<file path="src/hw/rtl/gdi_pkg.sv">
`default_nettype none

package gdi_pkg;

    typedef struct packed {
        logic [13:0] year;
        logic [3:0]  month;
        logic [4:0]  day;
    } date_t;

    // First stage of the weekday sum: shifted year and the reciprocal products.
    typedef struct packed {
        date_t       date;
        logic [14:0] shifted_year;
        logic [5:0]  month_term;
        logic [26:0] shifted_prod;
        logic [26:0] year_prod;
    } split_t;

    typedef struct packed {
        date_t       date;
        logic [15:0] week_sum;
        logic        leap;
    } sum_t;

    typedef struct packed {
        date_t       date;
        logic [15:0] week_sum;
        logic [28:0] week_prod;
        logic        leap;
        logic [4:0]  month_len;
        logic [8:0]  day_of_year;
    } cal_t;

    localparam logic [14:0] YEAR_OFFSET  = 15'd400;
    localparam logic [12:0] DIV100_MUL   = 13'd5243;
    localparam int          DIV100_SHIFT = 19;
    localparam logic [14:0] DIV7_MUL     = 15'd18725;
    localparam int          DIV7_SHIFT   = 17;
    localparam logic [8:0]  DAYS_COMMON  = 9'd365;
    localparam logic [8:0]  DAYS_LEAP    = 9'd366;
    localparam logic [3:0]  MONTH_JAN    = 4'd1;
    localparam logic [3:0]  MONTH_FEB    = 4'd2;
    localparam logic [3:0]  MONTH_MAR    = 4'd3;
    localparam logic [3:0]  MONTH_DEC    = 4'd12;

    // (31 * shifted month) / 12, indexed by the calendar month.
    function automatic logic [5:0] month_term(input logic [3:0] m);
        logic [5:0] t;
        unique case (m)
            4'd0:  t = 6'd25;
            4'd1:  t = 6'd28;
            4'd2:  t = 6'd31;
            4'd3:  t = 6'd2;
            4'd4:  t = 6'd5;
            4'd5:  t = 6'd7;
            4'd6:  t = 6'd10;
            4'd7:  t = 6'd12;
            4'd8:  t = 6'd15;
            4'd9:  t = 6'd18;
            4'd10: t = 6'd20;
            4'd11: t = 6'd23;
            4'd12: t = 6'd25;
            4'd13: t = 6'd28;
            4'd14: t = 6'd31;
            4'd15: t = 6'd33;
            default: t = 6'd0;
        endcase
        return t;
    endfunction

    // Days in the months before m of a common year; months past December add nothing.
    function automatic logic [8:0] month_cum(input logic [3:0] m);
        logic [8:0] c;
        unique case (m)
            4'd0:  c = 9'd0;
            4'd1:  c = 9'd0;
            4'd2:  c = 9'd31;
            4'd3:  c = 9'd59;
            4'd4:  c = 9'd90;
            4'd5:  c = 9'd120;
            4'd6:  c = 9'd151;
            4'd7:  c = 9'd181;
            4'd8:  c = 9'd212;
            4'd9:  c = 9'd243;
            4'd10: c = 9'd273;
            4'd11: c = 9'd304;
            4'd12: c = 9'd334;
            default: c = 9'd365;
        endcase
        return c;
    endfunction

    function automatic logic [4:0] month_days(input logic [3:0] m, input logic leap);
        logic [4:0] n;
        unique case (m)
            4'd1, 4'd3, 4'd5, 4'd7, 4'd8, 4'd10, 4'd12: n = 5'd31;
            4'd4, 4'd6, 4'd9, 4'd11:                    n = 5'd30;
            4'd2:                                       n = leap ? 5'd29 : 5'd28;
            default:                                    n = 5'd0;
        endcase
        return n;
    endfunction

endpackage

`default_nettype wire

</file>
<file path="src/hw/rtl/gdi_sum.sv">
`default_nettype none

module gdi_sum
(
    input  wire logic          clk,
    input  wire logic          rst_n,
    input  wire logic          in_valid,
    output logic               in_ready,
    input  wire gdi_pkg::date_t in_date,
    output logic               out_valid,
    input  wire logic          out_ready,
    output gdi_pkg::sum_t      out_sum
);
    import gdi_pkg::*;

    logic        split_valid_reg;
    split_t      split_reg;
    split_t      split_next;
    logic        split_ready;
    logic        sum_valid_reg;
    sum_t        sum_reg;
    sum_t        sum_next;
    logic        early_month;
    logic [27:0] shifted_prod_full;
    logic [27:0] year_prod_full;
    logic [7:0]  shifted_q100;
    logic [7:0]  year_q100;
    logic [14:0] year_hundreds;
    logic        century;

    assign split_ready = !sum_valid_reg || out_ready;
    assign in_ready    = !split_valid_reg || split_ready;

    // January and February count as months of the previous year.
    always_comb
    begin
        early_month               = (in_date.month <= MONTH_FEB);
        split_next.date           = in_date;
        split_next.shifted_year   = 15'(in_date.year) + YEAR_OFFSET - 15'(early_month);
        split_next.month_term     = month_term(in_date.month);
        shifted_prod_full         = 28'(split_next.shifted_year) * 28'(DIV100_MUL);
        year_prod_full            = 28'(in_date.year) * 28'(DIV100_MUL);
        split_next.shifted_prod   = shifted_prod_full[26:0];
        split_next.year_prod      = year_prod_full[26:0];
    end

    // The reciprocal products give exact quotients by 100; by 400 is two more shifts.
    always_comb
    begin
        shifted_q100  = split_reg.shifted_prod[DIV100_SHIFT +: 8];
        year_q100     = split_reg.year_prod[DIV100_SHIFT +: 8];
        year_hundreds = 15'({year_q100, 6'b0}) + 15'({year_q100, 5'b0})
                      + 15'({year_q100, 2'b0});
        century       = (15'(split_reg.date.year) == year_hundreds);
        sum_next.date = split_reg.date;
        sum_next.leap = ((split_reg.date.year[1:0] == 2'b00) && !century)
                      || (century && (year_q100[1:0] == 2'b00));
        sum_next.week_sum = 16'(split_reg.date.day) + 16'(split_reg.shifted_year)
                          + 16'(split_reg.shifted_year[14:2]) - 16'(shifted_q100)
                          + 16'(shifted_q100[7:2]) + 16'(split_reg.month_term);
    end

    always_ff @(posedge clk or negedge rst_n)
    begin
        if (!rst_n)
        begin
            split_valid_reg <= 1'b0;
            sum_valid_reg   <= 1'b0;
        end
        else
        begin
            if (in_ready)
            begin
                split_valid_reg <= in_valid;
            end
            if (split_ready)
            begin
                sum_valid_reg <= split_valid_reg;
            end
        end
    end

    always_ff @(posedge clk)
    begin
        if (in_ready && in_valid)
        begin
            split_reg <= split_next;
        end
        if (split_ready && split_valid_reg)
        begin
            sum_reg <= sum_next;
        end
    end

    assign out_valid = sum_valid_reg;
    assign out_sum   = sum_reg;

endmodule

`default_nettype wire

</file>
<file path="src/hw/rtl/gdi_cal.sv">
`default_nettype none

module gdi_cal
(
    input  wire logic         clk,
    input  wire logic         rst_n,
    input  wire logic         in_valid,
    output logic              in_ready,
    input  wire gdi_pkg::sum_t in_sum,
    output logic              out_valid,
    input  wire logic         out_ready,
    output gdi_pkg::cal_t     out_cal
);
    import gdi_pkg::*;

    logic        cal_valid_reg;
    cal_t        cal_reg;
    cal_t        cal_next;
    logic [30:0] week_prod_full;

    assign in_ready = !cal_valid_reg || out_ready;

    always_comb
    begin
        week_prod_full       = 31'(in_sum.week_sum) * 31'(DIV7_MUL);
        cal_next.date        = in_sum.date;
        cal_next.week_sum    = in_sum.week_sum;
        cal_next.week_prod   = week_prod_full[28:0];
        cal_next.leap        = in_sum.leap;
        cal_next.month_len   = month_days(in_sum.date.month, in_sum.leap);
        // A leap day is already behind every month from March on.
        cal_next.day_of_year = 9'(in_sum.date.day) + month_cum(in_sum.date.month)
                             + 9'(in_sum.leap && (in_sum.date.month >= MONTH_MAR));
    end

    always_ff @(posedge clk or negedge rst_n)
    begin
        if (!rst_n)
        begin
            cal_valid_reg <= 1'b0;
        end
        else if (in_ready)
        begin
            cal_valid_reg <= in_valid;
        end
    end

    always_ff @(posedge clk)
    begin
        if (in_ready && in_valid)
        begin
            cal_reg <= cal_next;
        end
    end

    assign out_valid = cal_valid_reg;
    assign out_cal   = cal_reg;

endmodule

`default_nettype wire

</file>
<file path="src/hw/rtl/gregorian_date_info.sv">
`default_nettype none

// Gregorian date information. Each item on the slave stream is a date; the
// master stream returns one item per date with the weekday, weekend flags,
// leap-year flag, month length, day of the year, the remaining days of the
// week, month and year, and the following date. The block keeps no state.
// It takes one date per clock while no stall from m_tready reaches it, and
// each date passes the stages in order: two stages form the weekday sum and
// the leap flag from reciprocal multiplications by 100, one stage multiplies
// for the modulo 7 and looks up the month tables, and the output register
// finishes the remainders and the next date. Each stage holds one item and
// stalls only when the stage after it is full, so earlier stages keep
// accepting while a result waits on m_tready.
module gregorian_date_info
(
    input  wire logic        clk,
    input  wire logic        rst_n,
    input  wire logic        s_tvalid,
    output logic             s_tready,
    // day [4:0], month [8:5], year [22:9], zero [23]
    input  wire logic [23:0] s_tdata,
    output logic             m_tvalid,
    input  wire logic        m_tready,
    // weekday [2:0], is_saturday [3], is_weekend [4], leap_year [5],
    // month_length [10:6], day_of_year [19:11], days_to_week_end [22:20],
    // days_to_month_end [27:23], days_to_year_end [36:28], next_day [41:37],
    // next_month [45:42], next_year [59:46], zero [63:60]
    output logic [63:0]      m_tdata
);
    import gdi_pkg::*;

    date_t       in_date;
    logic        sum_valid;
    logic        sum_ready;
    sum_t        sum_item;
    logic        cal_valid;
    logic        cal_ready;
    cal_t        cal_item;
    logic        out_valid_reg;
    logic [63:0] out_reg;
    logic [63:0] out_next;
    logic [11:0] week_q;
    logic [15:0] week_rem;
    logic [2:0]  weekday;
    logic [8:0]  year_len;
    logic [8:0]  to_year;
    logic [5:0]  len_plus;
    logic [5:0]  to_month_wide;
    logic [4:0]  to_month;
    logic [4:0]  next_day;
    logic [3:0]  next_month;
    logic [13:0] next_year;

    assign in_date.day   = s_tdata[4:0];
    assign in_date.month = s_tdata[8:5];
    assign in_date.year  = s_tdata[22:9];

    gdi_sum u_sum
    (
        .clk       (clk),
        .rst_n     (rst_n),
        .in_valid  (s_tvalid),
        .in_ready  (s_tready),
        .in_date   (in_date),
        .out_valid (sum_valid),
        .out_ready (sum_ready),
        .out_sum   (sum_item)
    );

    gdi_cal u_cal
    (
        .clk       (clk),
        .rst_n     (rst_n),
        .in_valid  (sum_valid),
        .in_ready  (sum_ready),
        .in_sum    (sum_item),
        .out_valid (cal_valid),
        .out_ready (cal_ready),
        .out_cal   (cal_item)
    );

    assign cal_ready = !out_valid_reg || m_tready;

    always_comb
    begin
        week_q   = cal_item.week_prod[DIV7_SHIFT +: 12];
        week_rem = cal_item.week_sum - 16'({week_q, 3'b0}) + 16'(week_q);
        weekday  = week_rem[2:0];

        year_len = cal_item.leap ? DAYS_LEAP : DAYS_COMMON;
        to_year  = (cal_item.day_of_year > year_len) ? 9'd0
                                                     : year_len - cal_item.day_of_year;

        // Today counts, so a day past the month end saturates at zero.
        len_plus      = 6'(cal_item.month_len) + 6'd1;
        to_month_wide = (6'(cal_item.date.day) > len_plus) ? 6'd0
                                                           : len_plus - 6'(cal_item.date.day);
        to_month      = to_month_wide[5] ? 5'd31 : to_month_wide[4:0];

        if (cal_item.date.day >= cal_item.month_len)
        begin
            next_day = 5'd1;
            if (cal_item.date.month >= MONTH_DEC)
            begin
                next_month = MONTH_JAN;
                next_year  = cal_item.date.year + 14'd1;
            end
            else
            begin
                next_month = cal_item.date.month + 4'd1;
                next_year  = cal_item.date.year;
            end
        end
        else
        begin
            next_day   = cal_item.date.day + 5'd1;
            next_month = cal_item.date.month;
            next_year  = cal_item.date.year;
        end

        out_next = {4'b0, next_year, next_month, next_day, to_year, to_month,
                    3'd6 - weekday, cal_item.day_of_year, cal_item.month_len,
                    cal_item.leap, (weekday == 3'd5) || (weekday == 3'd6),
                    (weekday == 3'd6), weekday};
    end

    always_ff @(posedge clk or negedge rst_n)
    begin
        if (!rst_n)
        begin
            out_valid_reg <= 1'b0;
        end
        else if (cal_ready)
        begin
            out_valid_reg <= cal_valid;
        end
    end

    always_ff @(posedge clk)
    begin
        if (cal_ready && cal_valid)
        begin
            out_reg <= out_next;
        end
    end

    assign m_tvalid = out_valid_reg;
    assign m_tdata  = out_reg;

    // With the output register empty every stage can move, so the input is ready.
    assert property (@(posedge clk) disable iff (!rst_n) !m_tvalid |-> s_tready)
        else $error("input stalled with an empty output register");

    // The modulo 7 correction must leave a weekday below seven.
    assert property (@(posedge clk) disable iff (!rst_n)
        m_tvalid |-> (m_tdata[2:0] != 3'd7))
        else $error("weekday out of range");

    // Weekday and days to the week end always add up to six.
    assert property (@(posedge clk) disable iff (!rst_n)
        m_tvalid |-> ((4'(m_tdata[2:0]) + 4'(m_tdata[22:20])) == 4'd6))
        else $error("weekday and days to week end disagree");

    // A result that is not taken stays in place.
    assert property (@(posedge clk) disable iff (!rst_n)
        (m_tvalid && !m_tready) |=> (m_tvalid && $stable(m_tdata)))
        else $error("output changed while stalled");

endmodule

`default_nettype wire

</file>
<file path="config.mk">
export PLATFORM = sky130hd
export DESIGN_NAME = gregorian_date_info
export DESIGN_NICKNAME = d
export VERILOG_FILES = /design/src/hw/rtl/gdi_pkg.sv /design/src/hw/rtl/gdi_sum.sv /design/src/hw/rtl/gdi_cal.sv /design/src/hw/rtl/gregorian_date_info.sv
export SDC_FILE = /design/constraint.sdc
export NUM_CORES = 1
export LEC_CHECK = 0
export BUFFER_PORTS_ARGS = -buffer_cell sky130_fd_sc_hd__buf_2
export CORE_UTILIZATION = 60
export DETAILED_ROUTE_END_ITERATION = 8
export PLACE_DENSITY = 0.88
export REMOVE_ABC_BUFFERS = 1
export SYNTH_ARGS = -nofsm -noshare
export SYNTH_HDL_FRONTEND = slang
export SYNTH_SLANG_ARGS = --single-unit
</file>
<file path="constraint.sdc">
create_clock -name clk -period 9.4 [get_ports clk]
set_clock_uncertainty 0.05 [all_clocks]
set_input_delay 1.41 -clock clk [delete_from_list [all_inputs] [get_ports clk]]
set_output_delay 1.41 -clock clk [all_outputs]
set_load 0.03 [all_outputs]
</file>
* Word-level counts from Yosys, hierarchy flattened
Memory sizes are Yosys's and may differ from the RTL's. A register that Yosys moved wholly into a read port is not among the register bits.
Index checks and enable logic that the tools add are counted.
** Storage, ports and cells
- Register bits after elaboration :: 257
- ROM bits :: 240
- Input port bits :: 28
- Output and inout bits :: 66
- Memories :: 2
** Memories
- (name not given) :: words 16, bits a word 9, read ports 1, clocked after memory_dff 1, write ports 0, line gdi_pkg.sv:75 : unique case (m)
- (name not given) :: words 16, bits a word 6, read ports 1, clocked after memory_dff 1, write ports 0, line gdi_pkg.sv:50 : unique case (m)
** Cells by class
- $add $sub $neg :: 20
- $mul :: 3
- Order comparisons :: 6
- Equal/unequal tests :: 15
- Multiplexer cells :: 9
- Reduce and logical (&&, ||, !) cells :: 22
** Operator list (number)
- 16-bit by 6-bit adder with 16-bit output :: 2
- 14-bit two-way mux :: 2
- 14-bit by 13-bit multiplier with 27-bit output, second input constant :: 1
- 15-bit by 13-bit multiplier with 27-bit output, second input constant :: 1
- 4-bit equality test, second input constant :: 5
- 16-bit by 15-bit multiplier with 20-bit output, second input constant :: 1
- 16-bit by 13-bit adder with 16-bit output :: 1
- 5-bit by 15-bit adder with 16-bit output :: 1
- 4-bit by 3-bit equality test with 1-bit output, second input constant :: 4
- 16-bit by 8-bit subtractor with 16-bit output :: 1
- 14-bit by 13-bit adder with 15-bit output :: 1
- 14-bit by 9-bit adder with 15-bit output, second input constant :: 1
- 15-bit by 10-bit adder with 15-bit output :: 1
- 14-bit by 15-bit equality test with 1-bit output :: 1
- 5-bit case mux with 3 select lines :: 1
- 15-bit by 1-bit subtractor with 15-bit output :: 1
- 14-bit by 1-bit adder with 14-bit output, second input constant :: 1
- 4-bit two-way mux :: 3
- 5-bit by 9-bit adder with 9-bit output :: 1
- 9-bit by 1-bit adder with 9-bit output :: 1
- 9-bit greater-than comparator :: 1
- 9-bit subtractor :: 1
- 4-bit by 2-bit equality test with 1-bit output, second input constant :: 2
- 1-bit logical AND :: 7
- other kinds (22) :: 33

* Longest topological paths before layout
Gate-level depths: netlist of run 1.
- Depth after elaboration :: 6
- Mapped depth :: 33

* Modules after synthesis
A second synthesis of run 1 with hierarchy kept.
** Unflattened totals
- Cells, all modules :: 2001
- Area total of the unflattened synthesis :: 22835.7 µm²
** By module, submodules not included
- gdi_sum :: instances 1, cells an instance 1200, area each 13117.6 µm², sequential area each 3052.9 µm²
- gdi_cal :: instances 1, cells an instance 556, area each 6563.8 µm², sequential area each 2397.3 µm²
- gregorian_date_info :: instances 1, cells an instance 245, area each 3154.3 µm², sequential area each 1796.7 µm²

* Worst setup path before layout of run 1
OpenSTA, ideal clock, no wires.
- Kind :: input -> register
- From :: input port s_tdata[8]
- To :: register u_sum.split_reg, in the netlist u_sum.shifted_q100[7], data pin
- Arrival :: 7.839 ns
- Path slack :: 1.246 ns
- Stages on the path :: 31
- Path buffers :: 1
- Cells stage by stage :: buf_1 > nor2_1 > o21a_1 > ha_1 > inv_1 > ha_1 > inv_1 > fa_1 > nor2b_1 > o21ai_2 > a21boi_1 > o31a_1 > o31a_1 > o31a_1 > nor3_1 > fa_1 > inv_1 > ha_1 > fa_1 > fa_1 > inv_1 > fa_1 > inv_1 > ha_1 > a21oi_1 > o21ai_1 > a221o_1 > a21oi_1 > a31oi_1 > a31oi_1 > xor2_1
** Between the ends
- Cells in the longest elaborated chain, start to end :: 3
** RTL lines
- start, declared :: line gregorian_date_info.sv:21 : input wire logic [23:0] s_tdata,
- 4-bit by 2-bit <= comparator with 1-bit output :: line gdi_sum.sv:37 : early_month = (in_date.month <= MONTH_FEB);
- 15-bit by 1-bit subtractor with 15-bit output :: line gdi_sum.sv:39 : split_next.shifted_year = 15'(in_date.year) + YEAR_OFFSET - 15'(early_month);
- 15-bit by 13-bit multiplier with 27-bit output :: line gdi_sum.sv:41 : shifted_prod_full = 28'(split_next.shifted_year) * 28'(DIV100_MUL);
- net u_sum.shifted_prod_full[26] :: line gdi_sum.sv:24 : logic [27:0] shifted_prod_full;
- end signal, assigned :: line gdi_sum.sv:87 : split_reg <= split_next;
- end, declared :: line gdi_sum.sv:17 : split_t split_reg;
The timed path passes the listed nets, and every way through them passes these cells.
A chain may end at the register's enable or synchronous reset.

* Worst setup path in the final report of run 1
- From :: input port s_tdata[5]
- To :: register u_sum.split_reg, in the netlist u_sum.shifted_q100[7], data pin
The elaborated chain is that of the path after synthesis.

==> impl_metrics.csv, run 1 <==
group,metric,value,unit
timing,tns,0,ns
cells_and_area,num-nets-final,2430,
setup_path,cp_max_fo,6,
clock_tree,cts_resized,0,
setup_path,start_kind,"input pin",
yosys,synth_seq_area_share,31.38,%
clock_tree,cts_buffer_depth,3,
drt,wire_per_inst,16.66,µm
setup_path,cp_slowest_cell,"nor3_1",
yosys,avgSynthCellArea,11.60,µm²
global_routing,grt_max_degree,61,
timing,fmax,0.1157,GHz
timing,tightest_slew,1.287,ns
timing,rsz0062_at_grt,"false",
die,dieArea,0.03396,mm²
die,start_util,61.12,%
global_routing,grt_pass1_vias,13430,
yosys,synth.cell_area,0.01994,mm²
global_routing,grt_usage,23.27,%
cells_and_area,largest_reg_flops,57,
timing,fin_crit,8.646,ns
drt,drtIter0Drc,708,
drt,vias,12600,
setup_path,r2r_setup_slack,4.47,ns
yosys,synth_adder_area_share,43.22,%
drt,drc,0,
drt,routed_wl,38160,µm
setup_path,arrival,8.84,ns
timing,drv_slew,0,
die,ios,94,
timing,slew_headroom,11.76,%
setup_path,r2r-end,"u_cal.out_cal[34]$_DFFE_PP_",
setup_path,cp.depth,32,
timing,finalSetupViolations,0,
setup_path,crit_required,9.59,ns
drt,ant_nets,0,
setup_path,endpoint,"u_sum.shifted_q100[7]$_DFFE_PP_",
setup_path,rr_startpoint,"u_sum.out_sum[3]$_DFFE_PP_",
setup_path,critPathKind,"in -> reg",
clock_tree,clk_pin_slew,0.07,ns
setup_path,cpMostUsedCell,"inv_1",
yosys,ys.flop_type,"edfxtp_1",
placement,io_buffers,88,
global_routing,grt_pass1_wl,62670,µm
clock_tree,ctsHoldBuffers,0,
placement,globalplace.congestion,0.8948,
global_routing,grt.overflow.total,0,
setup_path,endpoint_kind,"flop",
run,drv_cap,0,
clock_tree,cts_tree,"yes",
yosys,yosys_warnings,0,
clock_tree,cts_sinks,212,
die,fp.dieH,184.3,µm
setup_path,path_delay_family,"adder cells",
die,dieWidth,184.3,µm
cells_and_area,area_delta_synth_final,8.492,%
drt,firstDrtPassIters,5,
yosys,synth-compound-area-share,6.157,%
setup_path,cpPeakStageDelay,0.69,ns
global_routing,antenna_found_initial,2,
clock_tree,clock-root-buffer,"clkbuf_16",
yosys,synth_edf_count,199,
setup_path,crit_start,"s_tdata[5]",
clock_tree,insertion_delay,0.50,ns
timing,finalCritPeriodShare,91.98,%
yosys,synth_cell_types,67,
yosys,synth-seq-cells,212,
hold_path,hold_class,"reg -> reg",
clock_tree,post_cts_buffers,0,
drt,vias_per_cell,5.500,
yosys,postSynthCellCount,1719,
setup_path,rr_worst_depth,15,
yosys,synth_xor_area_share,4.751,%
hold_path,hold_depth,0,
die,rows,66,
setup_path,worst-path-buf-inv,7,
cells_and_area,drive_gt1_share,8.776,%
yosys,synth_top_family_by_area,"adder cells",
yosys,synth_mux_area_share,0.9477,%
timing,hold_viol,0,
clock_tree,cts_buffers,21,
clock_tree,htreeDepth,1,
placement,hpwl,31350,µm
yosys,async_flop_share,1.887,%
yosys,synthSimpleGateAreaFrac,5.655,%
outcome,status,"finished clean",
die,core_area,0.03262,mm²
## cell type report
| class | count | area [µm²] |
|---|---|---|
| inverter | 395 | 1483 |
| antenna | 3 | 7.507 |
| timing repair buffer | 101 | 538.0 |
| clock inverter | 17 | 133.9 |
| tap | 442 | 553.0 |
| multi-input combinational | 1100 | 12130 |
| sequential | 212 | 6256 |
| fill | 2192 | 10990 |
| clock buffer | 21 | 525.5 |
## worst min path at each step
stage,start,to,slack [ns]
4_1_cts,u_sum.out_sum[26]$_DFFE_PP_,u_cal.out_cal[69]$_DFFE_PP_,0.37
6_report,u_sum.out_sum[26]$_DFFE_PP_,u_cal.out_cal[69]$_DFFE_PP_,0.36
5_1_grt,u_sum.out_sum[39]$_DFFE_PP_,u_cal.out_cal[82]$_DFFE_PP_,0.38
3_3_place_gp,u_sum.out_sum[36]$_DFFE_PP_,u_cal.out_cal[79]$_DFFE_PP_,0.35
3_5_place_dp,u_sum.out_sum[26]$_DFFE_PP_,u_cal.out_cal[69]$_DFFE_PP_,0.35
2_1_floorplan,u_sum.out_sum[26]$_DFFE_PP_,u_cal.out_cal[69]$_DFFE_PP_,0.35
## metal layers
layer  GRT usage [%]  part of all wire [%]
met5               0                     0
met1           27.50                    40
met3           2.608                   4.5
met4           8.467                   2.9
met2           43.38                    52
## through the flow
stage | std cells | hold WS (ns) | instance area (µm²) | worst slack (ns) | utilization (%)
after floorplan | 1707 | 0.3503 | 19860 | 1.269 | -
after global placement | 2250 | 0.3520 | 20960 | 0.5557 | 64.26
after detailed placement | 2250 | 0.3545 | 20960 | 0.3258 | 64.26
after CTS | 2288 | 0.3691 | 21620 | 0.8072 | 66.28
after global routing | 2289 | 0.3846 | 21620 | 0.2628 | 66.29
final | 2291 | 0.3636 | 21630 | 0.7538 | 66.31
## cells by family (layout without fill, tap and decap cells)
group,Yosys count,in the layout
buf+inv,410,534
other cells,1,7
compound gates,181,181
fa+ha+maj,571,571
flops,212,212
mux,17,17
xor+xnor,106,106
simple gates,221,221
## synth_stat cells, types with 8 or more instances
| cell type | instances | share of area (%) |
|---|---|---|
| o21a_1 | 10 | 0.38 |
| and3_1 | 8 | 0.25 |
| nand2_1 | 36 | 0.68 |
| nor2b_1 | 16 | 0.50 |
| nand2b_1 | 15 | 0.47 |
| nand4_1 | 9 | 0.28 |
| and2_1 | 8 | 0.25 |
| mux2i_1 | 11 | 0.55 |
| o21ai_1 | 8 | 0.20 |
| nor2_1 | 58 | 1.1 |
| nor3_1 | 16 | 0.40 |
| a21o_1 | 21 | 0.79 |
| dfxtp_1 | 9 | 0.90 |
| a21oi_1 | 46 | 1.2 |
| edfxtp_1 | 199 | 30 |
| fa_1 | 196 | 20 |
| nor4_1 | 11 | 0.35 |
| o21ai_0 | 33 | 0.83 |
| xor2_1 | 41 | 1.8 |
| xnor2_1 | 64 | 2.8 |
| inv_1 | 395 | 7.4 |
| nand3_1 | 23 | 0.58 |
| ha_1 | 375 | 24 |
## placed cells by master, fill, tap and decap left out, drive strengths merged, types with 5 or more instances in the layout
cell type,count
inv,399
ha,375
edfxtp,199
fa,196
buf,101
xnor2,65
nor2,58
a21oi,49
o21ai,42
xor2,41
nand2,36
nand3,23
a21o,22
clkbuf,21
nor3,16
nor2b,16
nand2b,15
nor4,11
mux2i,11
clkinv,11
o21a,10
nand4,9
dfxtp,9
a211oi,9
and3,8
and2,8
or3,6
o211ai,6
a31oi,6
a211o,5
mux2,5
o31ai,5
## worst reg2reg max path, delay by kind of cell (launching register included)
family          cells  cell delay, ns
fa+ha+maj           6            2.73
compound gates      3            0.71
simple gates        3            0.42
buf+inv             2            0.14
xor+xnor            1            0.09
flops               1            0.53
Power of run 1 is left out: the tool's default activity adds up to more than one toggle a clock period on the data nets, which glitch-free logic cannot reach.
==> run 2: changes to the inputs <==
--- a/config.mk
+++ b/config.mk
@@ -7,8 +7,10 @@
 export LEC_CHECK = 0
 export BUFFER_PORTS_ARGS = -buffer_cell sky130_fd_sc_hd__buf_2
 export CORE_UTILIZATION = 60
+export CTS_BUF_LIST = sky130_fd_sc_hd__clkbuf_8
+export CTS_CLUSTER_SIZE = 16
 export DETAILED_ROUTE_END_ITERATION = 8
-export PLACE_DENSITY = 0.88
+export PLACE_DENSITY = 0.84
 export REMOVE_ABC_BUFFERS = 1
 export SYNTH_ARGS = -nofsm -noshare
 export SYNTH_HDL_FRONTEND = slang
==> impl_metrics.csv, run 2 (synthesis gave the netlist of run 1 again) <==
group,metric,value,unit
setup_path,endpoint_kind,"flop",
die,dieWidth,184.3,µm
global_routing,antenna_found_initial,4,
timing,holdWs,0.3701,ns
hold_path,hold_class,"reg -> reg",
die,rows,66,
clock_tree,clock-root-buffer,"clkbuf_8",
cells_and_area,layout_common_cells,"403 x inv_1, 375 x ha_1, 199 x edfxtp_1",
placement,globalplace.congestion,0.8680,
cells_and_area,final_common_cell,"inv_1",
global_routing,grt_usage,22.49,%
die,core_area,0.03262,mm²
clock_tree,cts_buffers,31,
timing,fmax,0.1169,GHz
drt,ant_nets,0,
setup_path,cpPeakStageDelay,0.68,ns
cells_and_area,largest_reg_flops,57,
clock_tree,cts_resized,0,
global_routing,grt.overflow.total,0,
drt,firstDrtPassIters,5,
drt,vias,12250,
clock_tree,cts_sinks,212,
global_routing,grt_max_degree,61,
cells_and_area,drive_gt1_share,9.052,%
clock_tree,cts_buffer_depth,3,
timing,rsz0062_at_grt,"false",
clock_tree,htreeDepth,1,
setup_path,arrival,8.80,ns
cells_and_area,fill_cells,2301,
die,fp.dieH,184.3,µm
clock_tree,cts_tree,"yes",
global_routing,grt_pass1_wl,61330,µm
clock_tree,post_cts_buffers,0,
setup_path,cpMostUsedCell,"inv_1",
outcome,status,"finished clean",
cells_and_area,num-nets-final,2441,
timing,slew_headroom,19.38,%
timing,tns,0,ns
clock_tree,ctsHoldBuffers,0,
placement,io_buffers,88,
die,start_util,61.12,%
timing,fin_crit,8.556,ns
clock_tree,insertion_delay,0.55,ns
placement,dpl.cell_count,2251,
drt,vias_per_cell,5.300,
setup_path,cp_slowest_cell,"nor3_1",
die,ios,94,
drt,drc,0,
cells_and_area,area_delta_synth_final,8.303,%
cells_and_area,final_cells,2311,
drt,drtIter0Drc,637,
drt,wire_per_inst,15.58,µm
setup_path,cp_max_fo,6,
timing,finalSetupViolations,0,
timing,finalCritPeriodShare,91.02,%
die,dieArea,0.03396,mm²
setup_path,crit_required,9.64,ns
setup_path,start_kind,"input pin",
timing,tightest_slew,1.176,ns
clock_tree,clk_pin_slew,0.07,ns
timing,hold_viol,0,
drt,routed_wl,36010,µm
timing,drv_slew,0,
cells_and_area,final_core_util,66.19,%
placement,hpwl,30120,µm
run,drv_cap,0,
setup_path,critPathKind,"in -> reg",
global_routing,grt_pass1_vias,13070,
run 2: per-layer routing:
layer / global-route usage (%) / routed length [µm] / up-vias
li1: - / - / 5967
met1: 28.15 / 15440 / 5938
met2: 41.14 / 18470 / 278
met3: 2.608 / 1435 / 62
met4: 5.800 / 643 / 4
met5: 0 / 25 / -
run 2: metrics by stage:
stage	setup slack [ns]	area, µm²
after detailed placement	0.3708	20970
after global routing	0.3988	21590
after floorplan	1.269	19860
after CTS	0.8813	21590
final	0.8439	21590
after global placement	0.5497	20970
run 2: area by class of cell:
type,instances,area [µm²],share of cell area [%]
Antenna cell,2,5.005,0.02318
Inverter,395,1483,6.867
Clock inverter,27,190.2,0.8809
Multi-Input combinational cell,1100,12130,56.19
Timing Repair Buffer,102,545.5,2.527
Tap cell,442,553.0,2.561
Sequential cell,212,6256,28.98
Clock buffer,31,426.7,1.976
run 2: path summary, 6_finish.rpt:
path	from	slack, ns	endpoint	depth (start not counted)
max in group asynchronous	rst_n	8.59	u_sum.split_valid_reg$_DFFE_PN0N_	1
min in group asynchronous	rst_n	0.59	u_cal.out_valid$_DFFE_PN0P_	1
worst max-delay path	s_tdata[5]	0.84	u_sum.shifted_q100[7]$_DFFE_PP_	32
worst max register to register	u_sum.out_sum[3]$_DFFE_PP_	4.54	u_cal.out_cal[34]$_DFFE_PP_	15
worst min register to register	u_sum.out_sum[32]$_DFFE_PP_	0.37	u_cal.out_cal[75]$_DFFE_PP_	0
worst min-delay path	u_sum.out_sum[32]$_DFFE_PP_	0.37	u_cal.out_cal[75]$_DFFE_PP_	0
run 2: critical path, delay by kind of cell:
kind | cells | cell delay, ns
buffers and inverters | 7 | 0.57
adder cells (fa/ha/maj) | 10 | 3.52
AND/OR/NAND/NOR | 2 | 0.75
XOR/XNOR | 1 | 0.10
AO/OA/AOI/OAI | 12 | 2.45
Power of run 2 is left out for the same reason.
==> run 3: changes to the inputs <==
--- a/config.mk
+++ b/config.mk
@@ -6,11 +6,11 @@
 export NUM_CORES = 1
 export LEC_CHECK = 0
 export BUFFER_PORTS_ARGS = -buffer_cell sky130_fd_sc_hd__buf_2
-export CORE_UTILIZATION = 60
+export CORE_UTILIZATION = 45
 export CTS_BUF_LIST = sky130_fd_sc_hd__clkbuf_8
 export CTS_CLUSTER_SIZE = 16
 export DETAILED_ROUTE_END_ITERATION = 8
-export PLACE_DENSITY = 0.84
+export PLACE_DENSITY = 0.67
 export REMOVE_ABC_BUFFERS = 1
 export SYNTH_ARGS = -nofsm -noshare
 export SYNTH_HDL_FRONTEND = slang
==> impl_metrics.csv, run 3 (synthesis gave the netlist of run 1 again) <==
group,metric,value,unit
global_routing,grt.overflow.total,0,
setup_path,rr_worst_depth,15,
die,core_area,0.04336,mm²
drt,drc,0,
setup_path,r2r_setup_slack,4.54,ns
drt,wl_met2,16530,µm
run,drv_cap,0,
setup_path,cpMostUsedCell,"inv_1",
setup_path,cpPeakStageDelay,0.68,ns
clock_tree,htreeDepth,2,
cells_and_area,num-nets-final,2443,
outcome,status,"finished clean",
placement,io_buffers,88,
global_routing,grt_usage,16.22,%
cells_and_area,largest_reg_flops,57,
placement,hpwl,29710,µm
clock_tree,clock-root-buffer,"clkbuf_8",
setup_path,endpoint_kind,"flop",
clock_tree,cts_buffer_depth,3,
global_routing,grt_pass1_wl,58950,µm
setup_path,endpoint,"u_sum.shifted_q100[7]$_DFFE_PP_",
drt,ant_nets,0,
cells_and_area,area_delta_synth_final,9.239,%
setup_path,cp.depth,32,
die,rows,76,
drt,dr_wl_met3,1076,µm
clock_tree,cts_buffers,34,
die,ios,94,
cells_and_area,drive_gt1_share,9.305,%
drt,firstDrtPassIters,5,
setup_path,path_delay_family,"adder cells",
setup_path,crit_start,"s_tdata[5]",
drt,drtIter0Drc,404,
setup_path,cp_max_fo,6,
timing,finalSetupViolations,0,
die,fp.dieH,212.5,µm
cells_and_area,fill_cells,3881,
placement,globalplace.congestion,0.8521,
clock_tree,ctsHoldBuffers,0,
clock_tree,cts_resized,0,
timing,tns,0,ns
global_routing,grt_pass1_vias,12460,
setup_path,arrival,8.74,ns
clock_tree,post_cts_buffers,0,
die,start_util,45.97,%
setup_path,start_kind,"input pin",
die,dieWidth,212.5,µm
setup_path,rr_startpoint,"u_sum.out_sum[3]$_DFFE_PP_",
drt,vias,11920,
setup_path,r2r-end,"u_cal.out_cal[34]$_DFFE_PP_",
setup_path,cp_slowest_cell,"nor3_1",
setup_path,worst-path-buf-inv,7,
global_routing,antenna_found_initial,3,
hold_path,hold_class,"reg -> reg",
cells_and_area,layout_common_cells,"407 x inv_1, 375 x ha_1, 199 x edfxtp_1",
timing,finalCritPeriodShare,90.83,%
die,dieArea,0.04515,mm²
cells_and_area,regArea,0.006256,mm²
cells_and_area,multi_input_area,0.01213,mm²
timing,tightest_slew,1.295,ns
setup_path,crit_required,9.60,ns
timing,fin_crit,8.538,ns
timing,drv_slew,0,
timing,fmax,0.1171,GHz
timing,slew_headroom,11.21,%
cells_and_area,final_common_cell,"inv_1",
drt,route.top_layer_used,"met4",
clock_tree,insertion_delay,0.53,ns
timing,rsz0062_at_grt,"false",
clock_tree,clk_pin_slew,0.06,ns
global_routing,grt_max_degree,61,
clock_tree,cts_sinks,212,
clock_tree,cts_tree,"yes",
drt,vias_per_cell,4.851,
drt,wl_met1,16620,µm
timing,hold_viol,0,
setup_path,critPathKind,"in -> reg",
drt,wire_per_inst,14.19,µm
drt,routed_wl,34860,µm
cells_and_area,final_core_util,50.22,%
run 3: metrics by stage:
step | instance area (µm²) | worst slack (ns) | instances | hold WS, ns
global placement | 21140 | 0.4660 | 2393 | 0.3538
CTS | 21770 | 0.8284 | 2455 | 0.3689
floorplan | 19860 | 1.269 | 1707 | 0.3503
finish | 21780 | 0.8624 | 2457 | 0.3677
detailed placement | 21140 | 0.2915 | 2393 | 0.3545
global route | 21770 | 0.3479 | 2456 | 0.3780
run 3: final cells by class:
cell class	instances	share of cell area [%]
multi-input cells	1100	55.71
flip-flops and latches	212	28.73
inverters	395	6.808
well taps	585	3.361
repair buffers	101	2.471
clock buffers	38	2.402
clock inverters	24	0.4999
diodes	2	0.02298
run 3: worst min path at each step:
| stage | from | to | slack, ns | cells after the start |
|---|---|---|---|---|
| CTS | u_sum.out_sum[30]$_DFFE_PP_ | u_cal.out_cal[73]$_DFFE_PP_ | 0.37 | 0 |
| floorplan | u_sum.out_sum[26]$_DFFE_PP_ | u_cal.out_cal[69]$_DFFE_PP_ | 0.35 | 0 |
| global route | u_sum.out_sum[34]$_DFFE_PP_ | u_cal.out_cal[77]$_DFFE_PP_ | 0.38 | 0 |
| detailed placement | u_sum.out_sum[30]$_DFFE_PP_ | u_cal.out_cal[73]$_DFFE_PP_ | 0.35 | 0 |
| global placement | u_sum.out_sum[35]$_DFFE_PP_ | u_cal.out_cal[78]$_DFFE_PP_ | 0.35 | 0 |
| finish | u_sum.out_sum[36]$_DFFE_PP_ | u_cal.out_cal[79]$_DFFE_PP_ | 0.37 | 0 |
run 3: worst reg2reg max path: cells and delay by family (launching register included):
family | cells | cell delay (ns)
flip-flops | 1 | 0.52
AO/OA/AOI/OAI | 3 | 0.70
buffers and inverters | 2 | 0.13
adder cells (fa/ha/maj) | 6 | 2.73
XOR/XNOR | 1 | 0.09
AND/OR/NAND/NOR | 3 | 0.42
run 3: routing by layer:
layer  GRT usage (%)  vias to the layer above
met5               0                        -
met4           4.019                        0
met3           1.595                       38
met2           27.82                      180
met1           21.97                     5726
li1                -                     5974
Power of run 3 is left out for the same reason.
